[src/rtl/core/http_byte_range_parser_macros.svh]
// Assertion macros shared by the byte-range parser.
`ifndef HTTP_BYTE_RANGE_PARSER_MACROS_SVH
`define HTTP_BYTE_RANGE_PARSER_MACROS_SVH

`ifndef SYNTHESIS
`define HBR_ASSERT_IMP(lbl, clk, rstn, ante, cons, msg) \
  lbl: assert property (@(posedge clk) disable iff (!(rstn)) (ante) |-> (cons)) \
    else $error(msg);
`define HBR_ASSERT_NXT(lbl, clk, rstn, ante, cons, msg) \
  lbl: assert property (@(posedge clk) disable iff (!(rstn)) (ante) |=> (cons)) \
    else $error(msg);
`else
`define HBR_ASSERT_IMP(lbl, clk, rstn, ante, cons, msg)
`define HBR_ASSERT_NXT(lbl, clk, rstn, ante, cons, msg)
`endif

`endif

[src/rtl/core/hbr_pkg.sv]
package hbr_pkg;

  localparam int RES_W = 48;

  localparam logic [1:0] ST_OK     = 2'd0;
  localparam logic [1:0] ST_NONE   = 2'd1;
  localparam logic [1:0] ST_SYNTAX = 2'd2;
  localparam logic [1:0] ST_UNSAT  = 2'd3;

  localparam logic [7:0] CH_TAB   = 8'h09;
  localparam logic [7:0] CH_SPACE = 8'h20;
  localparam logic [7:0] CH_COMMA = 8'h2C;
  localparam logic [7:0] CH_DASH  = 8'h2D;
  localparam logic [7:0] CH_ZERO  = 8'h30;
  localparam logic [7:0] CH_NINE  = 8'h39;

  typedef struct packed {
    logic       kind;
    logic [7:0] character;
  } hbr_item_t;

  typedef struct packed {
    logic [1:0]       status;
    logic [RES_W-1:0] range_start;
    logic [RES_W-1:0] range_end;
    logic             multipart;
    logic             final_res;
  } hbr_res_t;

endpackage

[src/rtl/core/hbr_parse.sv]
module hbr_parse #(
  parameter int POS_BITS = 48
) (
  input  logic                  clk,
  input  logic                  rst_n,
  input  logic                  step_en,
  input  hbr_pkg::hbr_item_t    item,
  input  logic [POS_BITS-1:0]   file_size,
  output logic                  res_valid,
  output hbr_pkg::hbr_res_t     res
);

  localparam int RW    = hbr_pkg::RES_W;
  localparam int ACC_W = POS_BITS + 4;

  typedef enum logic [2:0] {
    PH_START,
    PH_SUFFIX,
    PH_SPAN,
    PH_JUNK,
    PH_FAIL
  } phase_t;

  phase_t              phase_r, phase_nxt;
  logic [POS_BITS-1:0] first_r, first_nxt;
  logic [POS_BITS-1:0] second_r, second_nxt;
  logic                digit_seen_r, digit_seen_nxt;
  logic                list_seen_r, list_seen_nxt;
  logic                range_seen_r, range_seen_nxt;
  logic [1:0]          err_r, err_nxt;

  logic                is_digit;
  logic                is_space;
  logic [POS_BITS-1:0] acc_in;
  logic [ACC_W-1:0]    acc_ext;
  logic [ACC_W-1:0]    acc_wide;
  logic [POS_BITS-1:0] acc_out;

  logic [POS_BITS-1:0] fs_m1;
  logic [1:0]          cls_status;
  logic [POS_BITS-1:0] cls_start;
  logic [POS_BITS-1:0] cls_end;

  assign is_digit = (item.character >= hbr_pkg::CH_ZERO) &&
                    (item.character <= hbr_pkg::CH_NINE);
  assign is_space = (item.character == hbr_pkg::CH_SPACE) ||
                    (item.character == hbr_pkg::CH_TAB);

  // Decimal accumulate with saturation at the all-ones position value.
  assign acc_in   = (phase_r == PH_START) ? first_r : second_r;
  assign acc_ext  = ACC_W'(acc_in);
  assign acc_wide = (acc_ext << 3) + (acc_ext << 1) + ACC_W'(item.character[3:0]);
  assign acc_out  = (acc_wide[ACC_W-1:POS_BITS] != 4'd0) ? {POS_BITS{1'b1}}
                                                          : acc_wide[POS_BITS-1:0];

  assign fs_m1 = (file_size == '0) ? '0 : file_size - POS_BITS'(1);

  always_comb begin
    cls_status = hbr_pkg::ST_OK;
    cls_start  = '0;
    cls_end    = '0;
    if (phase_r == PH_SUFFIX) begin
      if (!digit_seen_r) begin
        cls_status = hbr_pkg::ST_SYNTAX;
      end else if ((second_r == '0) || (file_size == '0)) begin
        cls_status = hbr_pkg::ST_UNSAT;
      end else begin
        cls_start = (second_r >= file_size) ? '0 : file_size - second_r;
        cls_end   = fs_m1;
      end
    end else begin
      if (digit_seen_r && (first_r > second_r)) begin
        cls_status = hbr_pkg::ST_SYNTAX;
      end else if ((file_size == '0) || (first_r >= file_size)) begin
        cls_status = hbr_pkg::ST_UNSAT;
      end else begin
        cls_start = first_r;
        cls_end   = (digit_seen_r && (second_r < fs_m1)) ? second_r : fs_m1;
      end
    end
  end

  always_comb begin
    phase_nxt      = phase_r;
    first_nxt      = first_r;
    second_nxt     = second_r;
    digit_seen_nxt = digit_seen_r;
    list_seen_nxt  = list_seen_r;
    range_seen_nxt = range_seen_r;
    err_nxt        = err_r;
    res_valid      = 1'b0;
    res            = '0;
    res.multipart  = list_seen_r;
    if (step_en) begin
      if (item.kind) begin
        res_valid     = 1'b1;
        res.final_res = 1'b1;
        case (phase_r)
          PH_FAIL: begin
            res.status = err_r;
          end
          PH_SUFFIX, PH_SPAN: begin
            res.status = cls_status;
            if (cls_status == hbr_pkg::ST_OK) begin
              res.range_start = RW'(cls_start);
              res.range_end   = RW'(cls_end);
            end
          end
          default: begin
            res.status = hbr_pkg::ST_NONE;
            if (!range_seen_r) begin
              res.range_end = RW'(fs_m1);
            end
          end
        endcase
        phase_nxt      = PH_START;
        first_nxt      = '0;
        second_nxt     = '0;
        digit_seen_nxt = 1'b0;
        list_seen_nxt  = 1'b0;
        range_seen_nxt = 1'b0;
        err_nxt        = hbr_pkg::ST_OK;
      end else begin
        case (phase_r)
          PH_START: begin
            if (is_digit) begin
              first_nxt      = acc_out;
              digit_seen_nxt = 1'b1;
            end else if (is_space && !digit_seen_r) begin
              phase_nxt = PH_START;
            end else if (item.character == hbr_pkg::CH_DASH) begin
              phase_nxt      = digit_seen_r ? PH_SPAN : PH_SUFFIX;
              digit_seen_nxt = 1'b0;
              second_nxt     = '0;
            end else begin
              phase_nxt = PH_JUNK;
            end
          end
          PH_SUFFIX, PH_SPAN: begin
            if (is_digit) begin
              second_nxt     = acc_out;
              digit_seen_nxt = 1'b1;
            end else if (is_space && !digit_seen_r) begin
              phase_nxt = phase_r;
            end else if (item.character == hbr_pkg::CH_COMMA) begin
              if (cls_status != hbr_pkg::ST_OK) begin
                err_nxt   = cls_status;
                phase_nxt = PH_FAIL;
              end else begin
                res_valid       = 1'b1;
                res.status      = hbr_pkg::ST_OK;
                res.range_start = RW'(cls_start);
                res.range_end   = RW'(cls_end);
                res.multipart   = 1'b1;
                list_seen_nxt   = 1'b1;
                range_seen_nxt  = 1'b1;
                phase_nxt       = PH_START;
                first_nxt       = '0;
                second_nxt      = '0;
                digit_seen_nxt  = 1'b0;
              end
            end else begin
              err_nxt   = hbr_pkg::ST_SYNTAX;
              phase_nxt = PH_FAIL;
            end
          end
          PH_JUNK: begin
            if (item.character == hbr_pkg::CH_DASH) begin
              err_nxt   = hbr_pkg::ST_SYNTAX;
              phase_nxt = PH_FAIL;
            end
          end
          default: begin
            phase_nxt = phase_r;
          end
        endcase
      end
    end
  end

  always_ff @(posedge clk) begin
    if (!rst_n) begin
      phase_r      <= PH_START;
      first_r      <= '0;
      second_r     <= '0;
      digit_seen_r <= 1'b0;
      list_seen_r  <= 1'b0;
      range_seen_r <= 1'b0;
      err_r        <= hbr_pkg::ST_OK;
    end else begin
      phase_r      <= phase_nxt;
      first_r      <= first_nxt;
      second_r     <= second_nxt;
      digit_seen_r <= digit_seen_nxt;
      list_seen_r  <= list_seen_nxt;
      range_seen_r <= range_seen_nxt;
      err_r        <= err_nxt;
    end
  end

endmodule

[src/rtl/core/hbr_out_reg.sv]
module hbr_out_reg (
  input  logic              clk,
  input  logic              rst_n,
  input  logic              load,
  input  hbr_pkg::hbr_res_t res_in,
  input  logic              out_stall,
  output logic              out_valid,
  output hbr_pkg::hbr_res_t res_out
);

  logic              valid_r, valid_nxt;
  hbr_pkg::hbr_res_t res_r, res_nxt;

  always_comb begin
    valid_nxt = valid_r && out_stall;
    res_nxt   = res_r;
    if (load) begin
      valid_nxt = 1'b1;
      res_nxt   = res_in;
    end
  end

  always_ff @(posedge clk) begin
    if (!rst_n) begin
      valid_r <= 1'b0;
    end else begin
      valid_r <= valid_nxt;
    end
  end

  always_ff @(posedge clk) begin
    res_r <= res_nxt;
  end

  assign out_valid = valid_r;
  assign res_out   = res_r;

endmodule

[src/rtl/core/http_byte_range_parser.sv]
// Byte-range list parser: takes the text after "bytes=" one character per
// request (in_kind 0) and a closing request (in_kind 1), and checks each
// range against cfg_file_size, which the user must write only while the block
// is idle; the block itself does not enforce this. A valid range is returned
// when its comma arrives; the closing request always returns one final result.
// One request is taken every clock cycle unless in_stall is high; a request
// passes an input register and then the result register. The input
// register also holds one request while a waiting result blocks the output.
module http_byte_range_parser #(
  parameter int POS_BITS = 48
) (
  input  logic        clk,
  input  logic        rst_n,
  input  logic        cfg_we,
  input  logic [47:0] cfg_file_size,
  input  logic        in_valid,
  output logic        in_stall,
  input  logic        in_kind,
  input  logic [7:0]  in_character,
  output logic        out_valid,
  input  logic        out_stall,
  output logic [1:0]  out_status,
  output logic [47:0] out_range_start,
  output logic [47:0] out_range_end,
  output logic        out_multipart,
  output logic        out_final_res
);

  `include "http_byte_range_parser_macros.svh"

  logic [POS_BITS-1:0] file_size_r, file_size_nxt;
  logic                in_v_r, in_v_nxt;
  hbr_pkg::hbr_item_t  item_r, item_nxt;
  logic                accept;
  logic                advance;
  logic                res_valid;
  hbr_pkg::hbr_res_t   res;
  hbr_pkg::hbr_res_t   res_q;

  assign advance  = in_v_r && (!out_valid || !out_stall);
  assign in_stall = in_v_r && !advance;
  assign accept   = in_valid && !in_stall;

  always_comb begin
    file_size_nxt = cfg_we ? POS_BITS'(cfg_file_size) : file_size_r;
    in_v_nxt      = accept || (in_v_r && !advance);
    item_nxt      = item_r;
    if (accept) begin
      item_nxt.kind      = in_kind;
      item_nxt.character = in_character;
    end
  end

  always_ff @(posedge clk) begin
    if (!rst_n) begin
      file_size_r <= '0;
      in_v_r      <= 1'b0;
    end else begin
      file_size_r <= file_size_nxt;
      in_v_r      <= in_v_nxt;
    end
  end

  always_ff @(posedge clk) begin
    item_r <= item_nxt;
  end

  hbr_parse #(
    .POS_BITS (POS_BITS)
  ) u_parse (
    .clk       (clk),
    .rst_n     (rst_n),
    .step_en   (advance),
    .item      (item_r),
    .file_size (file_size_r),
    .res_valid (res_valid),
    .res       (res)
  );

  hbr_out_reg u_out (
    .clk       (clk),
    .rst_n     (rst_n),
    .load      (res_valid),
    .res_in    (res),
    .out_stall (out_stall),
    .out_valid (out_valid),
    .res_out   (res_q)
  );

  assign out_status      = res_q.status;
  assign out_range_start = res_q.range_start;
  assign out_range_end   = res_q.range_end;
  assign out_multipart   = res_q.multipart;
  assign out_final_res   = res_q.final_res;

  `HBR_ASSERT_NXT(a_close_gives_final, clk, rst_n, advance && item_r.kind,
    out_valid && out_final_res, "closing request gave no final result")
  `HBR_ASSERT_IMP(a_error_only_final, clk, rst_n,
    out_valid && (out_status != hbr_pkg::ST_OK), out_final_res,
    "error status on a non-final result")
  `HBR_ASSERT_IMP(a_comma_is_multipart, clk, rst_n, out_valid && !out_final_res,
    out_multipart && (out_status == hbr_pkg::ST_OK),
    "comma result without multipart flag")
  `HBR_ASSERT_IMP(a_stall_needs_item, clk, rst_n, in_stall, in_v_r && out_valid,
    "input stalled with no blocking result")

endmodule
[config.mk]
export PLATFORM = sky130hd
export DESIGN_NAME = http_byte_range_parser
export DESIGN_NICKNAME = d
export VERILOG_FILES = /design/src/rtl/core/hbr_pkg.sv /design/src/rtl/core/hbr_parse.sv /design/src/rtl/core/hbr_out_reg.sv /design/src/rtl/core/http_byte_range_parser.sv
export VERILOG_INCLUDE_DIRS = /design/src /design/src/rtl/core
export SDC_FILE = /design/constraint.sdc
export NUM_CORES = 1
export LEC_CHECK = 0
export BUFFER_PORTS_ARGS = -buffer_cell sky130_fd_sc_hd__buf_2
export CAP_MARGIN = 20
export CORE_MARGIN = 2
export CORE_UTILIZATION = 56
export CTS_BUF_LIST = sky130_fd_sc_hd__clkbuf_16
export CTS_CLUSTER_DIAMETER = 80
export DETAILED_ROUTE_END_ITERATION = 7
export MAX_ROUTING_LAYER = met4
export PLACE_DENSITY = 0.78
export SLEW_MARGIN = 20
export SYNTH_ARGS = -nofsm -noshare
export SYNTH_HDL_FRONTEND = slang
export SYNTH_SLANG_ARGS = --single-unit
[constraint.sdc]
create_clock -name clk -period 5.35 [get_ports clk]
set_clock_uncertainty 0.05 [all_clocks]
set_input_delay 1.07 -clock clk [delete_from_list [all_inputs] [get_ports clk]]
set_output_delay 1.07 -clock clk [all_outputs]
set_load 0.02 [all_outputs]
== After elaboration in Yosys (flattened, before gate mapping) ==
Cells that the tools add are included.

* Output and inout port bits: 102
* Register bits: 262
* Logic and storage cells: 176
* Input bits: 62

* Add/subtract/negate cells: 4
* Multiplexer cells: 88
* Reduce and logical (&&, ||, !) cells: 36
* Equality and inequality tests: 26
* Magnitude comparators: 6

{| class="wikitable"
|+ Operators with widths
! operator !! count
|-
| $mux W48 || 28
|-
| $mux W99 || 4
|-
| $pmux W48 S2 || 3
|-
| $mux W98 || 1
|-
| $mux W97 || 1
|-
| $ge A48 B48 Y1 || 2
|-
| $logic_not A48 Y1 || 2
|-
| $mux W96 || 1
|-
| $add A51 B49 Y52 || 1
|-
| $add A52 B4 Y52 || 1
|-
| $gt A48 B48 Y1 || 1
|-
| $lt A48 B48 Y1 || 1
|-
| $sub A48 B1 Y48 const B || 1
|-
| $sub A48 B48 Y48 || 1
|-
| $mux W3 || 9
|-
| $mux W2 || 13
|-
| $eq A8 B6 Y1 const B || 3
|-
| $mux W1 || 24
|-
| $ne A3 B3 Y1 const B || 6
|-
| $reduce_and A6 Y1 || 3
|-
| $ne A4 B3 Y1 const B || 4
|-
| $reduce_and A7 Y1 || 2
|-
| $ne A3 B2 Y1 const B || 3
|-
| $pmux W3 S3 || 1
|-
| other kinds (21) || 44
|}

== Longest topological paths before layout ==
* Depth in word-level cells: 15
* Mapped depth: 24
* Mapped depth without buffers: 22

== Hierarchy ==
Synthesis repeated with hierarchy kept, for this count alone.

* Cell total of the unflattened synthesis: 2356
* Area total of the unflattened synthesis: 21060.2 µm²

{| class="wikitable"
|+ Modules (own cells, without submodules)
! module !! cells an instance !! times used !! area each (µm²)
|-
| hbr_parse || 2084 || 1 || 15864.0
|-
| hbr_out_reg || 103 || 1 || 3034.2
|-
| http_byte_range_parser || 169 || 1 || 2162.1
|}

== Worst setup path before layout ==
No wires, ideal clock.

* Path type: reg-to-reg
* Start point: register u_parse.second_r[19]
* End point: register u_out.res_r, in the netlist u_out.res_out[0] (enable)
* Cell stages (with the launch flop): 13
* Arrival time: 4574 ps
* Path slack: 273 ps
* Library setup time: 453 ps
* Period minus slack after synthesis: 5077 ps
* Cells stage by stage: dfxtp_1 > inv_1 > ha_1 > a21o_1 > a21o_1 > a21oi_1 > o211ai_1 > a2111oi_0 > a21o_1 > a31oi_4 > nor4_4 > o21ai_0 > inv_1

* Longest elaborated chain between the ends: 13
* Elaborated cells between the ends (all ways): 16
* Those cells by class: 1 x order compare; 11 x mux; 4 x reduce/logical

{| class="wikitable"
|+ RTL lines
! element !! RTL line !! source
|-
| start, declared || hbr_parse.sv:26 || <nowiki>logic [POS_BITS-1:0] second_r, second_nxt;</nowiki>
|-
| start signal, assigned || hbr_parse.sv:193 || <nowiki>second_r <= second_nxt;</nowiki>
|-
| parallel branches: the longest is 4 deep, another holds $gt A48 B48 Y1 || - ||
|-
| $mux W2 * || hbr_parse.sv:62 || <nowiki>if (phase_r == PH_SUFFIX) begin</nowiki>
|-
| $reduce_bool A2 Y1 * || hbr_parse.sv:146 || <nowiki>if (cls_status != hbr_pkg::ST_OK) begin</nowiki>
|-
| $mux W1 * || hbr_parse.sv:146 ||
|-
| $mux W1 * || hbr_parse.sv:145 || <nowiki>end else if (item.character == hbr_pkg::CH_COMMA) begin</nowiki>
|-
| $mux W1 * || hbr_parse.sv:143 || <nowiki>end else if (is_space && !digit_seen_r) begin</nowiki>
|-
| $mux W1 * || hbr_parse.sv:140 || <nowiki>if (is_digit) begin</nowiki>
|-
| $mux W1 * || hbr_parse.sv:124 || <nowiki>case (phase_r)</nowiki>
|-
| $mux W1 * || hbr_parse.sv:95 || <nowiki>if (item.kind) begin</nowiki>
|-
| $mux W1 * || hbr_parse.sv:94 || <nowiki>if (step_en) begin</nowiki>
|-
| named net res_valid || http_byte_range_parser.sv:36 || <nowiki>logic res_valid;</nowiki>
|-
| end signal, assigned || hbr_out_reg.sv:32 || <nowiki>res_r <= res_nxt;</nowiki>
|-
| end, declared || hbr_out_reg.sv:12 || <nowiki>hbr_pkg::hbr_res_t res_r, res_nxt;</nowiki>
|}

Mark *: on every way through the listed nets, which the timed path passes.
A chain may end at the register's enable or synchronous reset.

== Worst setup path in the final report ==
* Start point: register file_size_r[29]
* End point: register u_out.res_r, in the netlist u_out.res_out[16] (data pin)

* Longest elaborated chain between the ends: 14
* Elaborated cells between the ends (all ways): 30
* Those cells by class: 1 x add/sub; 2 x order compare; 21 x mux; 6 x reduce/logical

{| class="wikitable"
|+ RTL lines
! element !! RTL line !! source
|-
| start, declared || http_byte_range_parser.sv:31 || <nowiki>logic [POS_BITS-1:0] file_size_r, file_size_nxt;</nowiki>
|-
| start signal, assigned || http_byte_range_parser.sv:59 || <nowiki>file_size_r <= file_size_nxt;</nowiki>
|-
| $sub A48 B1 Y48 or $logic_not A48 Y1 (tied branches) || hbr_parse.sv:56, hbr_parse.sv:65, hbr_parse.sv:74 ||
|-
| $mux W48 || hbr_parse.sv:56 || <nowiki>assign fs_m1 = (file_size == '0) ? '0 : file_size - POS_BITS'(1);</nowiki>
|-
| $lt A48 B48 Y1 || hbr_parse.sv:78 || <nowiki>cls_end = (digit_seen_r && (second_r < fs_m1)) ? second_r : fs_m1;</nowiki>
|-
| $logic_and A1 B1 Y1 || hbr_parse.sv:78 ||
|-
| $mux W48 || hbr_parse.sv:78 ||
|-
| $mux W48 || hbr_parse.sv:74 || <nowiki>end else if ((file_size == '0) || (first_r >= file_size)) begin</nowiki>
|-
| $mux W48 || hbr_parse.sv:72 || <nowiki>if (digit_seen_r && (first_r > second_r)) begin</nowiki>
|-
| $mux W48 || hbr_parse.sv:62 ||
|-
| $mux W97 || hbr_parse.sv:146 ||
|-
| $mux W99 || hbr_parse.sv:145 ||
|-
| $mux W99 || hbr_parse.sv:143 ||
|-
| $mux W99 || hbr_parse.sv:140 ||
|-
| $mux W99 || hbr_parse.sv:124 ||
|-
| $mux W98 * || hbr_parse.sv:95 ||
|}

Every way passes the cells marked *; elsewhere a longest branch is shown, timed or not.

==> flow_summary.yaml <==
pwr:
  power_density_nw_per_um2: 216.4
  leakagePower_nw: 10.88
  irDropWorstVdd_v: 0.0002638
clocking:
  clock_sinks: 262
  cts_buffer_depth: 3
  clock_latency_ns: 0.55
  cts_tree: "yes"
  clkTransAtPathRegs_ns: 0.06
  htreeDepth: 2
  cts.root.buffer_cell: "clkbuf_16"
  cts_buffers: 35
floorplan:
  die_h_um: 202.5
  core-area_um2: 38740
  die_area_um2: 41010
  ios: 164
  die_w_um: 202.5
  num_rows: 72
  start_util_pct: 56.97
critical_path:
  cpLargestDelayFamily: "simple AND/OR/NAND/NOR gates"
  r2r_setup_slack_ns: 0.11
  path_max_fanout: 45
  cp_slowest_cell: "nor3_1"
  critPathCaptureType: "flop"
  cp.required_ns: 5.64
  cpPeakStageDelay_ns: 0.60
  cp_cell_sequence: "nor3_1 > inv_1 > or3_4 > or3_1 > o21ai_0 > ha_1 > nand4_1 > or2_2 > a2111oi_0 > a21o_1 > a21oi_1 > o21ai_2 > a21o_1 > buf_12 > nand2_1 > a21oi_1"
  critPathKind: "flop to flop"
  cp.arrival_ns: 5.54
  start_kind: "flop"
  critical_path_buf_inv_count: 2
sta:
  final_hold_viol_count: 0
  slew_headroom_pct: 46.87
  fin_ws_ns: 0.1059
  timing.final.crit_period_ns: 5.244
  max_clock_freq_mhz: 190.7
  setup_viol: 0
  fin_crit_sh_pct: 98.02
  slew_viol_final: 0
  tns_ns: 0
  rsz0062_at_grt: "no"
  worst_slew_pin_slew_ns: 0.7896
routing:
  vias_per_cell: 6.462
  antenna_left: 0
  vias: 21510
  drtIter0Drc: 2465
  dr.pass1.iters: 5
  top_layer: "met4"
  dr_wl_met2_um: 32690
  drc_errors: 0
  routedWlPerCell_um: 23.59
  wl_um: 78540
  routed-wl-met3_um: 9171
  wl_met1_um: 34830
synthesis:
  synth_seq_cells: 262
  syn_avg_cell_area_um2: 8.446
  synth_nets: 2965
  synthFlopType: "dfxtp_1"
  netlist_instances: 2613
  yosysWarnings: 0
  netlist_area_um2: 22070
  synth_edf_count: 109
  async_flop_share_pct: 0
  ys_seq_area_share_pct: 28.71
  synth_cell_type_count: 85
grt:
  grt_pass1_vias: 20260
  grt.overflow.total: 0
  grt_pass1_wl_um: 118400
  antenna_found_initial: 0
  grt_use_total_pct: 38.50
  grt_max_degree: 84
placement:
  routabilityCongestion: 1.014
  dp_hpwl_um: 62180
  port_buffers: 163
  place_ws_ns: 0.04446
status:
  status: "complete, no violations"
cells_and_area:
  post-route-util_pct: 64.80
  n_antenna_cell: 0
  layout-drive-gt1-share_pct: 13.80
  nets: 3137
  area_delta_synth_final_pct: 13.74
hold_path:
  hp-class: "flop to flop"
job:
  drv_cap: 0
==> synthesized netlist by cell type (10+ instances only) <==
master | instances | area share, %
ha_1 | 287 | 16
nand2_1 | 220 | 3.7
nor2_1 | 210 | 3.6
a21oi_1 | 209 | 4.7
inv_1 | 197 | 3.4
dfxtp_1 | 153 | 14
o21ai_0 | 141 | 3.2
edfxtp_1 | 109 | 15
o2bb2ai_1 | 96 | 3.8
clkbuf_1 | 87 | 1.5
xnor2_1 | 81 | 3.2
a21o_1 | 78 | 2.7
nor3_1 | 72 | 1.6
o211ai_1 | 62 | 2.1
mux2i_1 | 57 | 2.6
nand4_1 | 54 | 1.5
nand3_1 | 53 | 1.2
a22oi_1 | 36 | 1.2
xor2_1 | 31 | 1.2
nor4_1 | 27 | 0.77
buf_2 | 26 | 0.59
o21a_1 | 23 | 0.78
nor3_2 | 22 | 1.0
a211oi_1 | 19 | 0.65
and3_1 | 19 | 0.54
o21bai_1 | 19 | 0.65
a31oi_1 | 16 | 0.45
nor2b_1 | 14 | 0.40
a2111oi_0 | 10 | 0.40
and2_1 | 10 | 0.28
nand2b_1 | 10 | 0.28
==> final timing paths <==
check                                startpoint                              end  cells past startpoint
hold / removal    u_parse.err_r[0]$_SDFFE_PN0P_    u_parse.err_r[0]$_SDFFE_PN0P_                      2
hold reg to reg   u_parse.err_r[0]$_SDFFE_PN0P_    u_parse.err_r[0]$_SDFFE_PN0P_                      2
setup reg to reg   file_size_r[29]$_SDFFE_PN0P_  u_out.res_out[16]$_SDFFCE_PN0P_                     16
setup / recovery   file_size_r[29]$_SDFFE_PN0P_  u_out.res_out[16]$_SDFFCE_PN0P_                     16
==> state kept, by name (all words and copies together) (netlist names) <==
register,cells
u_parse.first_r,48
u_parse.list_seen_r,1
item_r,9
u_out.out_valid,1
u_parse.second_r,48
file_size_r,48
u_parse.digit_seen_r,1
in_v_r,1
u_out.res_out,100
u_parse.err_r,2
u_parse.phase_r,3
==> worst min-delay path: stages, from the launching register on <==
cell	delay (ns)
dfxtp_1	0.31
nand2b_1	0.06
a21oi_1	0.06
==> per-stage QoR <==
step,area (um2),cells,hold WS (ns),power (mW)
2_1_floorplan,22070,2613,0.3909,2.901
6_report,25100,3329,0.4264,5.431
3_5_place_dp,23910,3261,0.4221,3.211
4_1_cts,25000,3324,0.4320,5.411
5_1_grt,25100,3329,0.4525,5.606
3_3_place_gp,23890,3260,0.4052,3.202
==> power breakdown <==
| group | internal [mW] | switching [mW] | leakage [nW] |
|---|---|---|---|
| Sequential | 2.13 | 0.0448 | 2.23 |
| Combinational | 0.390 | 0.646 | 8.08 |
| Clock | 1.28 | 0.936 | 0.571 |
==> per-layer routing <==
metal / vias up / global-route usage, %
met5: - / -
met4: 0 / 9.984
met3: 117 / 8.170
met2: 1060 / 54.50
met1: 10310 / 55.52
li1: 10020 / -
==> cell usage in the layout (no fill, tap or decap), types with 8 or more instances in the layout <==
cell type	count
ha_1	287
nand2_1	220
nor2_1	209
a21oi_1	208
inv_1	206
buf_2	163
dfxtp_1	152
o21ai_0	141
edfxtp_1	109
o2bb2ai_1	96
buf_4	87
xnor2_1	81
a21o_1	78
nor3_1	68
o211ai_1	62
mux2i_1	56
nand4_1	54
nand3_1	52
clkbuf_16	39
a22oi_1	36
xor2_1	31
nor4_1	26
nor3_2	24
o21a_1	23
a211oi_1	19
o21bai_1	19
and3_1	18
a31oi_1	15
nor2b_1	14
buf_12	12
nand2b_1	10
a2111oi_0	10
and2_1	10
or3_1	9
o31ai_1	9
o22ai_1	8
==> kinds of logic (layout without fill, tap and decap cells) <==
group	count (synthesis)	count (layout)	share of synthesized area, %
XOR/XNOR	112	112	4.445
multiplexers	58	58	2.636
flip-flops	262	262	28.71
adder cells (fa/ha/maj)	290	290	16.54
AND/OR/NAND/NOR	766	767	17.26
AO/OA/AOI/OAI	797	797	24.39
buffers and inverters	328	525	6.009
==> area by class of cell <==
| class | instances | area, um2 |
|---|---|---|
| inverters | 198 | 745.7 |
| clock inverters | 25 | 131.4 |
| clock buffers | 38 | 950.9 |
| well taps | 518 | 648.1 |
| flip-flops and latches | 262 | 6337 |
| multi-input cells | 2024 | 14540 |
| fillers | 3372 | 13630 |
| repair buffers | 264 | 1745 |
==> repair_timing <==
action | 4_1_cts | 5_1_grt
setup buffers | 0 | 3
endpoints found under the setup margin | 0 | 133
hold buffers | 0 | 0
endpoints found under the hold margin | 0 | 0
resized for setup | 0 | 9
Power figures use the tool's default switching activity.
